<file path="config.mk">
export PLATFORM = sky130hd
export DESIGN_NAME = obd_frame_builder_unit_flat
export DESIGN_NICKNAME = d
export VERILOG_FILES = /design/src/hw/rtl/obd_pkg.sv /design/src/hw/rtl/obd_if.sv /design/src/hw/rtl/obd_cfg_regs.sv /design/src/hw/rtl/obd_byte_seq.sv /design/src/hw/rtl/obd_out_reg.sv /design/src/hw/rtl/obd_frame_builder_unit.sv /design/src/flat_wrapper.sv
export SDC_FILE = /design/constraint.sdc
export NUM_CORES = 1
export LEC_CHECK = 0
export ABC_AREA = 1
export BUFFER_PORTS_ARGS = -buffer_cell sky130_fd_sc_hd__buf_2
export CORE_UTILIZATION = 54
export CTS_CLUSTER_DIAMETER = 60
export CTS_CLUSTER_SIZE = 28
export DETAILED_ROUTE_END_ITERATION = 6
export HOLD_SLACK_MARGIN = 0.1
export PLACE_DENSITY = 0.78
export SYNTH_ARGS = -nofsm -noshare
export SYNTH_HDL_FRONTEND = slang
export SYNTH_SLANG_ARGS = --single-unit
</file>
<file path="constraint.sdc">
create_clock -name clk_i -period 3.89 [get_ports clk_i]
set_clock_uncertainty 0.05 [all_clocks]
set_input_delay 0.1945 -clock clk_i [delete_from_list [all_inputs] [get_ports clk_i]]
set_output_delay 0.1945 -clock clk_i [all_outputs]
set_load 0.01 [all_outputs]
</file>
<file path="src/hw/rtl/obd_pkg.sv">
`timescale 1ns / 1ps
// ----------------------------------------------------------------------------
// obd_pkg
// Shared types, constants and the CRC-8 step for the diagnostic frame builder.
// ----------------------------------------------------------------------------
package obd_pkg;

  localparam int unsigned BYTE_W   = 8;
  localparam int unsigned CFG_IDX_W = 3;
  localparam int unsigned SLOT_W   = 3;

  typedef enum logic [1:0] {
    MODE_ISO9141   = 2'd0,
    MODE_ISO14230  = 2'd1,
    MODE_J1850_VPW = 2'd2,
    MODE_J1850_PWM = 2'd3
  } obd_mode_e;

  typedef enum logic [CFG_IDX_W-1:0] {
    REG_PROTOCOL_MODE     = 3'd0,
    REG_INSERT_HEADER     = 3'd1,
    REG_HEADER_BYTE_ONE   = 3'd2,
    REG_HEADER_BYTE_TWO   = 3'd3,
    REG_HEADER_BYTE_THREE = 3'd4
  } obd_reg_e;

  localparam logic [BYTE_W-1:0] HDR_ONE_RST   = 8'h68;
  localparam logic [BYTE_W-1:0] HDR_TWO_RST   = 8'h6A;
  localparam logic [BYTE_W-1:0] HDR_THREE_RST = 8'hF1;
  localparam logic [BYTE_W-1:0] CRC_INIT      = 8'hFF;
  localparam logic [BYTE_W-1:0] SUM_INIT      = 8'h00;
  localparam logic [BYTE_W-1:0] FMT_TOP_MASK  = 8'hC0;
  localparam logic [BYTE_W-1:0] FMT_LEN_MASK  = 8'h0F;
  localparam logic [BYTE_W-1:0] FMT_LEN_MAX   = 8'd63;

  typedef struct packed {
    obd_mode_e         protocol_mode;
    logic              insert_header;
    logic [BYTE_W-1:0] header_byte_one;
    logic [BYTE_W-1:0] header_byte_two;
    logic [BYTE_W-1:0] header_byte_three;
  } obd_cfg_t;

  typedef struct packed {
    logic [BYTE_W-1:0] payload_byte;
    logic              first_of_message;
    logic              last_of_message;
    logic [BYTE_W-1:0] payload_count;
  } obd_item_t;

  typedef struct packed {
    logic [BYTE_W-1:0] frame_byte;
    logic              end_of_frame;
  } obd_out_t;

  // CRC-8, poly 0x1D, MSB first
  function automatic logic [BYTE_W-1:0] obd_crc8_update(logic [BYTE_W-1:0] crc,
                                                        logic [BYTE_W-1:0] val);
    logic [BYTE_W-1:0] c;
    logic [BYTE_W-1:0] v;
    c = crc;
    v = val;
    for (int i = 0; i < BYTE_W; i++) begin
      if (v[BYTE_W-1] ^ c[BYTE_W-1]) begin
        c = {c[BYTE_W-2:0], 1'b0} ^ 8'h1D;
      end else begin
        c = {c[BYTE_W-2:0], 1'b0};
      end
      v = {v[BYTE_W-2:0], 1'b0};
    end
    return c;
  endfunction

endpackage

</file>
<file path="src/hw/rtl/obd_if.sv">
`timescale 1ns / 1ps
// ----------------------------------------------------------------------------
// obd_if
// Valid/ready stream interfaces for payload items and frame bytes.
// ----------------------------------------------------------------------------
interface obd_in_if;
  logic                      valid;
  logic                      ready;
  logic [obd_pkg::BYTE_W-1:0] payload_byte;
  logic                      first_of_message;
  logic                      last_of_message;
  logic [obd_pkg::BYTE_W-1:0] payload_count;

  modport source (output valid, output payload_byte, output first_of_message,
                  output last_of_message, output payload_count, input ready);
  modport sink   (input valid, input payload_byte, input first_of_message,
                  input last_of_message, input payload_count, output ready);
endinterface

interface obd_out_if;
  logic                      valid;
  logic                      ready;
  logic [obd_pkg::BYTE_W-1:0] frame_byte;
  logic                      end_of_frame;

  modport source (output valid, output frame_byte, output end_of_frame, input ready);
  modport sink   (input valid, input frame_byte, input end_of_frame, output ready);
endinterface

</file>
<file path="src/hw/rtl/obd_cfg_regs.sv">
`timescale 1ns / 1ps
// ----------------------------------------------------------------------------
// obd_cfg_regs
// Configuration register file, write-only.
// ----------------------------------------------------------------------------
module obd_cfg_regs (
  input  logic                             clk_i,
  input  logic                             rst_ni,
  input  logic                             cfg_we_i,
  input  logic [obd_pkg::CFG_IDX_W-1:0]    cfg_idx_i,
  input  logic [obd_pkg::BYTE_W-1:0]       cfg_wdata_i,
  output obd_pkg::obd_cfg_t                cfg_o
);
  import obd_pkg::*;

  obd_cfg_t cfg_q, cfg_d;

  always_comb begin
    cfg_d = cfg_q;
    if (cfg_we_i) begin
      case (obd_reg_e'(cfg_idx_i))
        REG_PROTOCOL_MODE:     cfg_d.protocol_mode     = obd_mode_e'(cfg_wdata_i[1:0]);
        REG_INSERT_HEADER:     cfg_d.insert_header     = cfg_wdata_i[0];
        REG_HEADER_BYTE_ONE:   cfg_d.header_byte_one   = cfg_wdata_i;
        REG_HEADER_BYTE_TWO:   cfg_d.header_byte_two   = cfg_wdata_i;
        REG_HEADER_BYTE_THREE: cfg_d.header_byte_three = cfg_wdata_i;
        default: ;
      endcase
    end
  end

  always_ff @(posedge clk_i or negedge rst_ni) begin
    if (!rst_ni) begin
      cfg_q.protocol_mode     <= MODE_ISO9141;
      cfg_q.insert_header     <= 1'b1;
      cfg_q.header_byte_one   <= HDR_ONE_RST;
      cfg_q.header_byte_two   <= HDR_TWO_RST;
      cfg_q.header_byte_three <= HDR_THREE_RST;
    end else begin
      cfg_q <= cfg_d;
    end
  end

  assign cfg_o = cfg_q;

endmodule

</file>
<file path="src/hw/rtl/obd_byte_seq.sv">
`timescale 1ns / 1ps
// ----------------------------------------------------------------------------
// obd_byte_seq
// Holds one payload item and steps through its frame bytes (header, payload,
// checksum), one per cycle unless stalled, keeping the running sum and CRC.
// ----------------------------------------------------------------------------
module obd_byte_seq (
  input  logic               clk_i,
  input  logic               rst_ni,
  input  obd_pkg::obd_cfg_t  cfg_i,
  obd_in_if.sink             item_i,
  output logic               byte_valid_o,
  output obd_pkg::obd_out_t  byte_o,
  input  logic               byte_ready_i
);
  import obd_pkg::*;

  obd_item_t         item_q;
  logic              item_valid_q, item_valid_d;
  logic [SLOT_W-1:0] idx_q, idx_d;
  logic [BYTE_W-1:0] sum_q, sum_d;
  logic [BYTE_W-1:0] crc_q, crc_d;
  logic              in_frame_q, in_frame_d;

  logic              item_accept;
  logic              drop;
  logic              hdr_on;
  logic [BYTE_W-1:0] fmt_top;
  logic              sep_len;
  logic [BYTE_W-1:0] hdr [4];
  logic [SLOT_W-1:0] hdr_n;
  logic [SLOT_W-1:0] slot_n;
  logic              last_slot;
  logic              restart;
  logic [BYTE_W-1:0] eff_sum;
  logic [BYTE_W-1:0] eff_crc;
  logic [BYTE_W-1:0] ck;
  logic              fire;
  logic              item_done;

  // header layout
  always_comb begin
    hdr_on  = item_q.first_of_message && cfg_i.insert_header;
    fmt_top = cfg_i.header_byte_one & FMT_TOP_MASK;
    sep_len = (item_q.payload_count > FMT_LEN_MAX) ||
              ((cfg_i.header_byte_one & FMT_LEN_MASK) == '0);
    hdr[0]  = cfg_i.header_byte_one;
    hdr[1]  = cfg_i.header_byte_two;
    hdr[2]  = cfg_i.header_byte_three;
    hdr[3]  = item_q.payload_count;
    hdr_n   = SLOT_W'(3);
    if (cfg_i.protocol_mode == MODE_ISO14230) begin
      hdr[0] = sep_len ? fmt_top : (fmt_top | item_q.payload_count);
      if (fmt_top != '0) begin
        hdr_n = sep_len ? SLOT_W'(4) : SLOT_W'(3);
      end else begin
        hdr[1] = item_q.payload_count;
        hdr_n  = sep_len ? SLOT_W'(2) : SLOT_W'(1);
      end
    end
    if (!hdr_on) begin
      hdr_n = '0;
    end
  end

  assign drop    = !item_q.first_of_message && !in_frame_q;
  assign slot_n  = drop ? '0 : (hdr_n + SLOT_W'(1) + SLOT_W'(item_q.last_of_message));
  assign last_slot = (idx_q == slot_n - SLOT_W'(1));
  assign restart = item_q.first_of_message && (idx_q == '0);
  assign eff_sum = restart ? SUM_INIT : sum_q;
  assign eff_crc = restart ? CRC_INIT : crc_q;
  assign ck      = (cfg_i.protocol_mode == MODE_ISO9141 ||
                    cfg_i.protocol_mode == MODE_ISO14230) ? eff_sum : ~eff_crc;

  always_comb begin
    byte_o.end_of_frame = 1'b0;
    if (idx_q < hdr_n) begin
      byte_o.frame_byte = hdr[idx_q[1:0]];
    end else if (idx_q == hdr_n) begin
      byte_o.frame_byte = item_q.payload_byte;
    end else begin
      byte_o.frame_byte   = ck;
      byte_o.end_of_frame = 1'b1;
    end
  end

  assign byte_valid_o = item_valid_q && !drop;
  assign fire         = byte_valid_o && byte_ready_i;
  assign item_done    = item_valid_q && (drop || (fire && last_slot));
  assign item_i.ready = !item_valid_q || item_done;
  assign item_accept  = item_i.valid && item_i.ready;

  always_comb begin
    item_valid_d = item_valid_q;
    idx_d        = idx_q;
    sum_d        = sum_q;
    crc_d        = crc_q;
    in_frame_d   = in_frame_q;
    if (item_done) begin
      item_valid_d = 1'b0;
      idx_d        = '0;
    end else if (fire) begin
      idx_d = idx_q + SLOT_W'(1);
    end
    if (item_accept) begin
      item_valid_d = 1'b1;
    end
    if (fire) begin
      if (byte_o.end_of_frame) begin
        sum_d      = SUM_INIT;
        crc_d      = CRC_INIT;
        in_frame_d = 1'b0;
      end else begin
        sum_d = eff_sum + byte_o.frame_byte;
        crc_d = obd_crc8_update(eff_crc, byte_o.frame_byte);
        if (restart) begin
          in_frame_d = 1'b1;
        end
      end
    end
  end

  always_ff @(posedge clk_i or negedge rst_ni) begin
    if (!rst_ni) begin
      item_valid_q <= 1'b0;
      idx_q        <= '0;
      sum_q        <= SUM_INIT;
      crc_q        <= CRC_INIT;
      in_frame_q   <= 1'b0;
    end else begin
      item_valid_q <= item_valid_d;
      idx_q        <= idx_d;
      sum_q        <= sum_d;
      crc_q        <= crc_d;
      in_frame_q   <= in_frame_d;
    end
  end

  always_ff @(posedge clk_i) begin
    if (item_accept) begin
      item_q.payload_byte     <= item_i.payload_byte;
      item_q.first_of_message <= item_i.first_of_message;
      item_q.last_of_message  <= item_i.last_of_message;
      item_q.payload_count    <= item_i.payload_count;
    end
  end

`ifndef NO_ASSERTIONS
  a_drop_silent: assert property (@(posedge clk_i) disable iff (!rst_ni)
    item_valid_q && drop |-> !byte_valid_o)
    else $error("dropped item produced a frame byte");

  a_idx_in_range: assert property (@(posedge clk_i) disable iff (!rst_ni)
    byte_valid_o |-> idx_q < slot_n)
    else $error("slot index past end of item");

  a_eof_closes: assert property (@(posedge clk_i) disable iff (!rst_ni)
    fire && byte_o.end_of_frame |=> !in_frame_q && sum_q == SUM_INIT && crc_q == CRC_INIT)
    else $error("checksum byte did not close the frame");

  a_eof_last: assert property (@(posedge clk_i) disable iff (!rst_ni)
    fire && byte_o.end_of_frame |-> last_slot && item_q.last_of_message)
    else $error("checksum byte not at end of item");
`endif

endmodule

</file>
<file path="src/hw/rtl/obd_out_reg.sv">
`timescale 1ns / 1ps
// ----------------------------------------------------------------------------
// obd_out_reg
// Output register stage driving the frame byte stream.
// ----------------------------------------------------------------------------
module obd_out_reg (
  input  logic               clk_i,
  input  logic               rst_ni,
  input  logic               byte_valid_i,
  input  obd_pkg::obd_out_t  byte_i,
  output logic               byte_ready_o,
  obd_out_if.source          frame_o
);
  import obd_pkg::*;

  logic     valid_q, valid_d;
  obd_out_t data_q;
  logic     load;

  assign byte_ready_o = !valid_q || frame_o.ready;
  assign load         = byte_valid_i && byte_ready_o;

  always_comb begin
    valid_d = valid_q;
    if (load) begin
      valid_d = 1'b1;
    end else if (frame_o.ready) begin
      valid_d = 1'b0;
    end
  end

  always_ff @(posedge clk_i or negedge rst_ni) begin
    if (!rst_ni) begin
      valid_q <= 1'b0;
    end else begin
      valid_q <= valid_d;
    end
  end

  always_ff @(posedge clk_i) begin
    if (load) begin
      data_q <= byte_i;
    end
  end

  assign frame_o.valid        = valid_q;
  assign frame_o.frame_byte   = data_q.frame_byte;
  assign frame_o.end_of_frame = data_q.end_of_frame;

endmodule

</file>
<file path="src/hw/rtl/obd_frame_builder_unit.sv">
`timescale 1ns / 1ps
// ----------------------------------------------------------------------------
// obd_frame_builder_unit
// Vehicle diagnostic frame builder: header insertion, payload pass-through and
// trailing checksum (8-bit sum or inverted CRC-8).
// ----------------------------------------------------------------------------
//  port      | dir | transaction
//  item_i    | in  | one payload byte with first/last marks and length
//  frame_o   | out | one frame byte, end_of_frame on the checksum
//  cfg_*     | in  | register write, index and 8-bit data
//
//  Each item yields one frame byte per cycle unless frame_o stalls: 1 for a
//  plain payload byte, up to 6 for a single-byte message with header and
//  checksum. Unframed items are dropped. The byte sequencer sets the rate.
//  Reset clears the running sum, CRC and frame state; registers take defaults.
//  item_i.ready drops while multi-byte items step out or frame_o stalls.
// ----------------------------------------------------------------------------
module obd_frame_builder_unit (
  input  logic                          clk_i,
  input  logic                          rst_ni,
  input  logic                          cfg_we_i,
  input  logic [obd_pkg::CFG_IDX_W-1:0] cfg_idx_i,
  input  logic [obd_pkg::BYTE_W-1:0]    cfg_wdata_i,
  obd_in_if.sink                        item_i,
  obd_out_if.source                     frame_o
);
  import obd_pkg::*;

  obd_cfg_t cfg;
  logic     byte_valid;
  logic     byte_ready;
  obd_out_t byte_data;

  obd_cfg_regs u_cfg (
    .clk_i      (clk_i),
    .rst_ni     (rst_ni),
    .cfg_we_i   (cfg_we_i),
    .cfg_idx_i  (cfg_idx_i),
    .cfg_wdata_i(cfg_wdata_i),
    .cfg_o      (cfg)
  );

  obd_byte_seq u_seq (
    .clk_i       (clk_i),
    .rst_ni      (rst_ni),
    .cfg_i       (cfg),
    .item_i      (item_i),
    .byte_valid_o(byte_valid),
    .byte_o      (byte_data),
    .byte_ready_i(byte_ready)
  );

  obd_out_reg u_out (
    .clk_i       (clk_i),
    .rst_ni      (rst_ni),
    .byte_valid_i(byte_valid),
    .byte_i      (byte_data),
    .byte_ready_o(byte_ready),
    .frame_o     (frame_o)
  );

endmodule
</file>
<file path="src/flat_wrapper.sv">
// flat-port wrapper written by rule: the top's interface ports become plain ports
module obd_frame_builder_unit_flat import obd_pkg::*;
  (clk_i, rst_ni, cfg_we_i, cfg_idx_i, cfg_wdata_i, item_i_valid, item_i_payload_byte, item_i_first_of_message, item_i_last_of_message, item_i_payload_count, item_i_ready, frame_o_valid, frame_o_frame_byte, frame_o_end_of_frame, frame_o_ready);
  obd_in_if item_i_i ();
  obd_out_if frame_o_i ();
  input  logic clk_i;
  input  logic rst_ni;
  input  logic cfg_we_i;
  input  logic [obd_pkg::CFG_IDX_W-1:0] cfg_idx_i;
  input  logic [obd_pkg::BYTE_W-1:0] cfg_wdata_i;
  input wire logic [$bits(item_i_i.valid)-1:0] item_i_valid;
  input wire logic [$bits(item_i_i.payload_byte)-1:0] item_i_payload_byte;
  input wire logic [$bits(item_i_i.first_of_message)-1:0] item_i_first_of_message;
  input wire logic [$bits(item_i_i.last_of_message)-1:0] item_i_last_of_message;
  input wire logic [$bits(item_i_i.payload_count)-1:0] item_i_payload_count;
  output wire logic [$bits(item_i_i.ready)-1:0] item_i_ready;
  output wire logic [$bits(frame_o_i.valid)-1:0] frame_o_valid;
  output wire logic [$bits(frame_o_i.frame_byte)-1:0] frame_o_frame_byte;
  output wire logic [$bits(frame_o_i.end_of_frame)-1:0] frame_o_end_of_frame;
  input wire logic [$bits(frame_o_i.ready)-1:0] frame_o_ready;
  assign item_i_i.valid = item_i_valid;
  assign item_i_i.payload_byte = item_i_payload_byte;
  assign item_i_i.first_of_message = item_i_first_of_message;
  assign item_i_i.last_of_message = item_i_last_of_message;
  assign item_i_i.payload_count = item_i_payload_count;
  assign item_i_ready = item_i_i.ready;
  assign frame_o_valid = frame_o_i.valid;
  assign frame_o_frame_byte = frame_o_i.frame_byte;
  assign frame_o_end_of_frame = frame_o_i.end_of_frame;
  assign frame_o_i.ready = frame_o_ready;
  obd_frame_builder_unit u_core (.clk_i(clk_i), .rst_ni(rst_ni), .cfg_we_i(cfg_we_i), .cfg_idx_i(cfg_idx_i), .cfg_wdata_i(cfg_wdata_i), .item_i(item_i_i), .frame_o(frame_o_i));
endmodule
</file>
==> impl_metrics.py, run 1 <==
metrics = {
    "floorplanning": {
        "start_util": 0.570,
        "core_um2": 8380,
        "fp.dieW_um": 96.0,
        "row_count": 33,
        "ios": 45,
        "die_y_um": 96.0,
        "die_area_um2": 9220,
    },
    "run_status": {
        "outcome": "finished, final reports clean",
    },
    "setup_path": {
        "cp_common_cell": "nand2_1",
        "cp.arrival_ps": 3870,
        "cp_slowest_cell": "dfstp_2",
        "critPathKind": "reg -> reg",
        "critPathCaptureType": "flip-flop",
        "critPathLaunchType": "flip-flop",
        "r2r_start": "u_core.u_cfg.cfg_o[19]$_DFFE_PN1P_",
        "slowest_delay_ps": 550,
        "required_ps": 4130,
        "r2r_cells": 24,
        "critical_path_peak_fanout": 15,
        "crit_chain": "nor2_1 -> nand2_1 -> nand2_2 -> ha_1 -> o21ai_2 -> ha_1 -> nand3_1 -> nand3_1 -> buf_6 -> inv_1 -> nand3_1 -> nand2_1 -> inv_1 -> ha_1 -> ha_1 -> inv_1 -> nand2_1 -> nand3_1 -> nand2_1 -> nand3_1 -> nand2_1 -> nand2_1 -> nand2_1 -> o21ai_1",
        "rrSetupSlack_ps": 260,
        "r2r_end": "u_core.u_seq.sum_q[6]$_DFFE_PN0P_",
    },
    "grt": {
        "grt_pass1_wl_um": 20700,
        "grt-ovfl-total": 0,
        "met2_usage": 0.503,
        "use_met3": 0.0529,
        "antenna_found_initial": 0,
        "grt_max_degree": 50,
        "grt_pass1_vias": 4383,
        "track_usage": 0.301,
        "busiest_layer": "met2",
        "use_met1": 0.390,
    },
    "clock_network": {
        "clk_latency_ps": 360,
        "clockBufferDepth": 2,
        "cts_root_buf": "clkbuf_8",
        "clock-sinks": 76,
        "numCtsBuffers": 9,
        "postCtsSetupBuffers": 0,
        "clk_pin_slew_ps": 90,
        "cts_tree": "done",
        "htreeDepth": 3,
    },
    "layout": {
        "diodes": 0,
        "multi_input_area_um2": 2310,
        "final_nets": 755,
        "final_cells": 815,
        "nFillCells": 677,
        "drive_gt1_frac": 0.214,
        "area_growth_pct": 19.2,
        "seqCellArea_um2": 2060,
        "utilization": 0.679,
    },
    "detailed_routing": {
        "vias_per_cell": 5.59,
        "drc": 0,
        "wire_per_inst_um": 15.5,
        "drt_wl_total_um": 12600,
        "num_vias": 4559,
        "drtPass1Iterations": 5,
        "drt_iter0_drc": 408,
        "drt.antenna.violating_nets": 0,
    },
    "run": {
        "maxCapViolations": 0,
    },
    "synth": {
        "ys_top_cells_by_count": "nand2_1 (172), inv_1 (78), nand3_1 (66)",
        "post-synth-top-count-cell": "nand2_1",
        "synth_cell_types": 37,
        "syn_inst": 624,
        "ys_async_sr_fraction": 0.645,
        "synth_area_per_cell_um2": 7.65,
        "ys_seq_elements": 76,
        "post-synth-top-area-fraction": 0.170,
        "synthesis.nets": 674,
        "synth_area_um2": 4780,
        "ys_seq_area_frac": 0.432,
        "yosysTopAreaCell": "edfxtp_1",
        "netlist_top_cells_area": "edfxtp_1 (17%), dfrtp_1 (15%), nand2_1 (14%), dfstp_2 (12%), nand3_1 (6.9%)",
        "synth_edf_count": 27,
        "synth_top_flop_cell": "dfrtp_1",
        "yosys_warnings": 0,
    },
    "sta": {
        "worstMarginPinSlew_ps": 652,
        "min_period_over_period": 0.934,
        "final_max_slew_viol_count": 0,
        "hold_viol": 0,
        "fmax_mhz": 275,
        "fin_tns_setup_ps": 0,
        "period_needed_ps": 3630,
        "setup_viol": 0,
        "slew_headroom": 0.565,
    },
    "hold_path": {
        "hold_class": "in -> reg",
        "worstHoldPathCells": 4,
        "min_to": "u_core.u_cfg.cfg_o[25]$_DFFE_PN0P_",
        "hold_path.startpoint": "cfg_idx_i[2]",
    },
    "placed_design": {
        "place_inst": 767,
        "dp_hpwl_um": 8910,
        "io_buffers": 44,
        "gp_congestion": 0.935,
    },
}
==> area by class of cell <==
| class | instances | share of cell area |
|---|---|---|
| clock buffers | 13 | 0.0356 |
| flip-flops and latches | 76 | 0.362 |
| multi-input cells | 447 | 0.406 |
| well taps | 105 | 0.0231 |
| clock inverters | 3 | 0.00791 |
| inverters | 86 | 0.0576 |
| repair buffers | 85 | 0.107 |
==> through the flow <==
step                hold slack [ps]  setup WS (ps)  area [µm²]
detailed placement              294            181        5110
floorplan                      -151            266        4780
global route                    225          -2.19        5690
finish                          188            255        5690
CTS                             169            155        5680
global placement                293            363        5110
==> cells by family after synthesis <==
kind of cell	synth area share
AO/OA/AOI/OAI	0.0996
adder cells (fa/ha/maj)	0.0419
XOR/XNOR	0.0165
flip-flops	0.432
AND/OR/NAND/NOR	0.323
buffers and inverters	0.0872
==> state kept, by name, summed over array words and instances, names as in the netlist <==
register,cells
u_core.u_cfg.cfg_o,27
u_core.u_seq.item_q,10
u_core.u_out.frame_o.frame_byte,8
u_core.u_seq.crc_q,8
u_core.u_seq.hdr,8
u_core.u_seq.sum_q,8
u_core.u_seq.idx_q,3
u_core.u_out.frame_o.end_of_frame,1
u_core.u_out.frame_o.valid,1
u_core.u_seq.in_frame_q,1
u_core.u_seq.item_valid_q,1
==> cells in the final DEF, fill, tap and decap left out, types with 2 or more instances in the layout <==
cell type	synthesis	layout
nand3_2	6	6
nor2_1	43	43
xor2_1	6	6
xnor2_1	3	3
nand2_4	4	4
edfxtp_1	27	27
nand3_1	66	66
inv_1	78	78
a21oi_1	23	22
a22oi_1	2	2
nand2_1	172	171
dfstp_2	21	21
ha_1	16	16
o211ai_1	4	4
nor2_2	3	3
o21ai_0	41	40
buf_2	5	44
o22ai_1	7	7
inv_2	7	7
o21ai_1	3	3
clkbuf_8	0	9
dlygate4sd3_1	0	32
buf_4	3	8
inv_6	1	2
clkbuf_16	0	3
nand2_2	29	30
or2_2	7	7
nand3b_1	3	3
dfrtp_1	28	28
nand4_1	2	2
==> worst max-delay path by stage <==
stage,from,end,depth (start not counted)
floorplan,u_core.u_cfg.cfg_o[19]$_DFFE_PN1P_,u_core.u_seq.hdr[0]$_DFFE_PP_,13
global placement,u_core.u_cfg.cfg_o[19]$_DFFE_PN1P_,u_core.u_seq.sum_q[7]$_DFFE_PN0P_,21
detailed placement,u_core.u_cfg.cfg_o[19]$_DFFE_PN1P_,u_core.u_seq.sum_q[7]$_DFFE_PN0P_,20
CTS,u_core.u_cfg.cfg_o[19]$_DFFE_PN1P_,u_core.u_seq.sum_q[7]$_DFFE_PN0P_,20
global route,u_core.u_cfg.cfg_o[19]$_DFFE_PN1P_,u_core.u_seq.sum_q[6]$_DFFE_PN0P_,25
finish,u_core.u_cfg.cfg_o[19]$_DFFE_PN1P_,u_core.u_seq.sum_q[6]$_DFFE_PN0P_,24
==> timing repair <==
action | 4_1_cts | 5_1_grt
resized for setup | 0 | 5
endpoints found under the setup margin | 0 | 9
hold buffers | 32 | 0
hold endpoints to repair | 72 | 0
==> metal layers <==
layer	vias to the layer above	wire length, µm
met5	-	0
met4	0	331
met3	37	792
met2	194	6050
met1	2146	5460
li1	2182	-
==> critical path: cells and delay by family, from the launching register on <==
kind | cells | cell delay, ps
simple gates | 14 | 1190
flops | 1 | 550
compound gates | 2 | 270
fa+ha+maj | 4 | 990
buf+inv | 4 | 470
Power of run 1 is not shown: default switching activity piles up to over one toggle a cycle in this logic, so the estimate is an artifact.
==> run 2, diff against run 1 <==
--- a/config.mk
+++ b/config.mk
@@ -6,13 +6,14 @@
 export NUM_CORES = 1
 export LEC_CHECK = 0
 export ABC_AREA = 1
-export BUFFER_PORTS_ARGS = -buffer_cell sky130_fd_sc_hd__buf_2
-export CORE_UTILIZATION = 54
+export CORE_UTILIZATION = 58
 export CTS_CLUSTER_DIAMETER = 60
 export CTS_CLUSTER_SIZE = 28
 export DETAILED_ROUTE_END_ITERATION = 6
+export DONT_BUFFER_PORTS = 1
 export HOLD_SLACK_MARGIN = 0.1
-export PLACE_DENSITY = 0.78
+export PLACE_DENSITY = 0.77
+export SLEW_MARGIN = 20
 export SYNTH_ARGS = -nofsm -noshare
 export SYNTH_HDL_FRONTEND = slang
 export SYNTH_SLANG_ARGS = --single-unit
==> constraint.sdc (replaced) <==
create_clock -name clk_i -period 3.89 [get_ports clk_i]
set_clock_uncertainty 0.05 [all_clocks]
set_input_delay 0.1945 -clock clk_i [delete_from_list [all_inputs] [get_ports clk_i]]
set_output_delay 0.1945 -clock clk_i [all_outputs]
set_load 0.02 [all_outputs]
==> run 2 against run 1 <==
Sequential share of layout area increased by 1.3 points. Non-clock buffer count is 41 lower. Critical path depth is 3 lower. First-iteration DRC count decreased by 18%. Wire length is 3.0% lower. Design area is 3.6% lower. Cell count decreased by 5.4%. Setup slack better by 45 ps. Global-route usage rose by 0.73 points. Count of clock-buffer cells in the layout is 2 lower.
==> impl_metrics.py, run 2 (synthesis gave the netlist of run 1 again) <==
metrics = {
    "sta": {
        "hold_viol": 0,
        "slew_headroom": 0.576,
        "worstMarginPinSlew_ps": 634,
        "final_max_slew_viol_count": 0,
        "setup_viol": 0,
        "period_needed_ps": 3590,
        "rsz0062_at_grt": "false",
        "min_period_over_period": 0.923,
        "fin_tns_setup_ps": 0,
        "fmax_mhz": 279,
    },
    "layout": {
        "layout_commonest_cell": "nand2_1",
        "diodes": 0,
        "utilization": 0.700,
        "largest_reg_flops": 27,
        "final_nets": 714,
        "area_growth_pct": 15.0,
        "drive_gt1_frac": 0.167,
        "layout_common_cells": "nand2_1 (171), inv_1 (78), nand3_1 (66)",
        "final_area_um2": 5490,
    },
    "run_status": {
        "outcome": "finished, final reports clean",
    },
    "grt": {
        "grt_pass1_vias": 4141,
        "antenna_found_initial": 0,
        "track_usage": 0.308,
        "grt_max_degree": 50,
        "grt_pass1_wl_um": 20200,
        "grt-ovfl-total": 0,
    },
    "floorplanning": {
        "die_y_um": 92.7,
        "fp.dieW_um": 92.7,
        "row_count": 32,
        "ios": 45,
        "die_area_um2": 8600,
        "start_util": 0.609,
        "core_um2": 7850,
    },
    "detailed_routing": {
        "drc": 0,
        "drt_iter0_drc": 335,
        "drt.antenna.violating_nets": 0,
        "wire_per_inst_um": 15.9,
        "vias_per_cell": 5.68,
        "num_vias": 4378,
        "drt_wl_total_um": 12200,
        "drtPass1Iterations": 5,
    },
    "setup_path": {
        "critPathCaptureType": "flip-flop",
        "r2r_start": "u_core.u_cfg.cfg_o[19]$_DFFE_PN1P_",
        "cp.arrival_ps": 3780,
        "critPathLaunchType": "flip-flop",
        "r2r_cells": 21,
        "critical_path_peak_fanout": 10,
        "rrSetupSlack_ps": 300,
        "critPathKind": "reg -> reg",
        "r2r_end": "u_core.u_seq.sum_q[7]$_DFFE_PN0P_",
        "required_ps": 4080,
    },
    "clock_network": {
        "cts_tree": "done",
        "postCtsSetupBuffers": 0,
        "cts_root_buf": "clkbuf_8",
        "clock-sinks": 76,
        "clk_latency_ps": 360,
        "clk_pin_slew_ps": 90,
        "clockBufferDepth": 2,
        "htreeDepth": 3,
        "numCtsBuffers": 9,
    },
    "placed_design": {
        "dp_hpwl_um": 8740,
        "post_dp_cell_area_um2": 4890,
        "io_buffers": 0,
        "gp_congestion": 0.928,
    },
    "run": {
        "maxCapViolations": 0,
    },
    "hold_path": {
        "hold_path.startpoint": "cfg_idx_i[0]",
        "min_to": "u_core.u_cfg.cfg_o[13]$_DFFE_PN1P_",
        "worstHoldPathCells": 2,
        "hold_class": "in -> reg",
    },
}
==> run 2: cell count changes in the layout (fill, tap and decap cells not counted), sizes merged <==
| cell | previous run | this run |
|---|---|---|
| bufinv | 1 | 0 |
| buf | 53 | 10 |
| clkbuf | 13 | 11 |
| dlygate4sd3 | 32 | 34 |
| clkinv | 0 | 3 |
==> run 2: layout make-up <==
class | instances | area, µm²
fillers | 631 | 2360
multi-input cells | 447 | 2320
flip-flops and latches | 76 | 2060
repair buffers | 44 | 435
inverters | 86 | 328
clock buffers | 11 | 174
well taps | 102 | 128
clock inverters | 5 | 37.5
==> run 2: metal layers <==
metal	track usage	wire [µm]	vias to the layer above
met4	0.127	263	0
met1	0.427	5440	2039
met5	0	0	-
met3	0.0476	982	25
li1	-	-	2101
met2	0.483	5560	213
==> run 2: what timing repair did <==
action | CTS | global route
hold endpoints to repair | 96 | 0
setup endpoints to repair | 0 | 9
hold buffers | 35 | 0
resized for setup | 0 | 7
==> run 2: worst max-delay path by stage <==
stage	from	endpoint	slack (ps)	cells after the start
finish	u_core.u_cfg.cfg_o[19]$_DFFE_PN1P_	u_core.u_seq.sum_q[7]$_DFFE_PN0P_	300	21
global route	u_core.u_cfg.cfg_o[19]$_DFFE_PN1P_	u_core.u_seq.sum_q[6]$_DFFE_PN0P_	20	25
CTS	u_core.u_seq.hdr[6]$_DFFE_PP_	u_core.u_seq.sum_q[7]$_DFFE_PN0P_	80	20
detailed placement	u_core.u_seq.hdr[6]$_DFFE_PP_	u_core.u_seq.sum_q[7]$_DFFE_PN0P_	110	20
global placement	u_core.u_seq.hdr[6]$_DFFE_PP_	u_core.u_seq.sum_q[7]$_DFFE_PN0P_	310	20
floorplan	u_core.u_cfg.cfg_o[19]$_DFFE_PN1P_	u_core.u_seq.hdr[0]$_DFFE_PP_	270	13
==> run 2: through the flow <==
step	instances	hold WS, ps	worst slack [ps]
after floorplan	624	-151	266
after global placement	720	-150	313
after detailed placement	720	-150	113
after CTS	771	298	83.9
after global routing	771	351	22.8
final	771	308	300
==> run 2: critical path: stages, from the launching register on <==
cell      delay (ps)
dfstp_2          550
nor2_1            50
nand2_1          130
nand2_2          110
ha_1             320
o21ai_2           70
ha_1             340
nand3_1           90
nand3_1           90
buf_4            190
inv_1            100
nor2_1           100
nand2_1          100
nand2_2          120
inv_1             90
ha_1             330
nand2_1           80
inv_1             50
a221oi_2         270
nand3_1          110
nand2_1           70
o21ai_1           70
Power of run 2 is left out for the same reason.
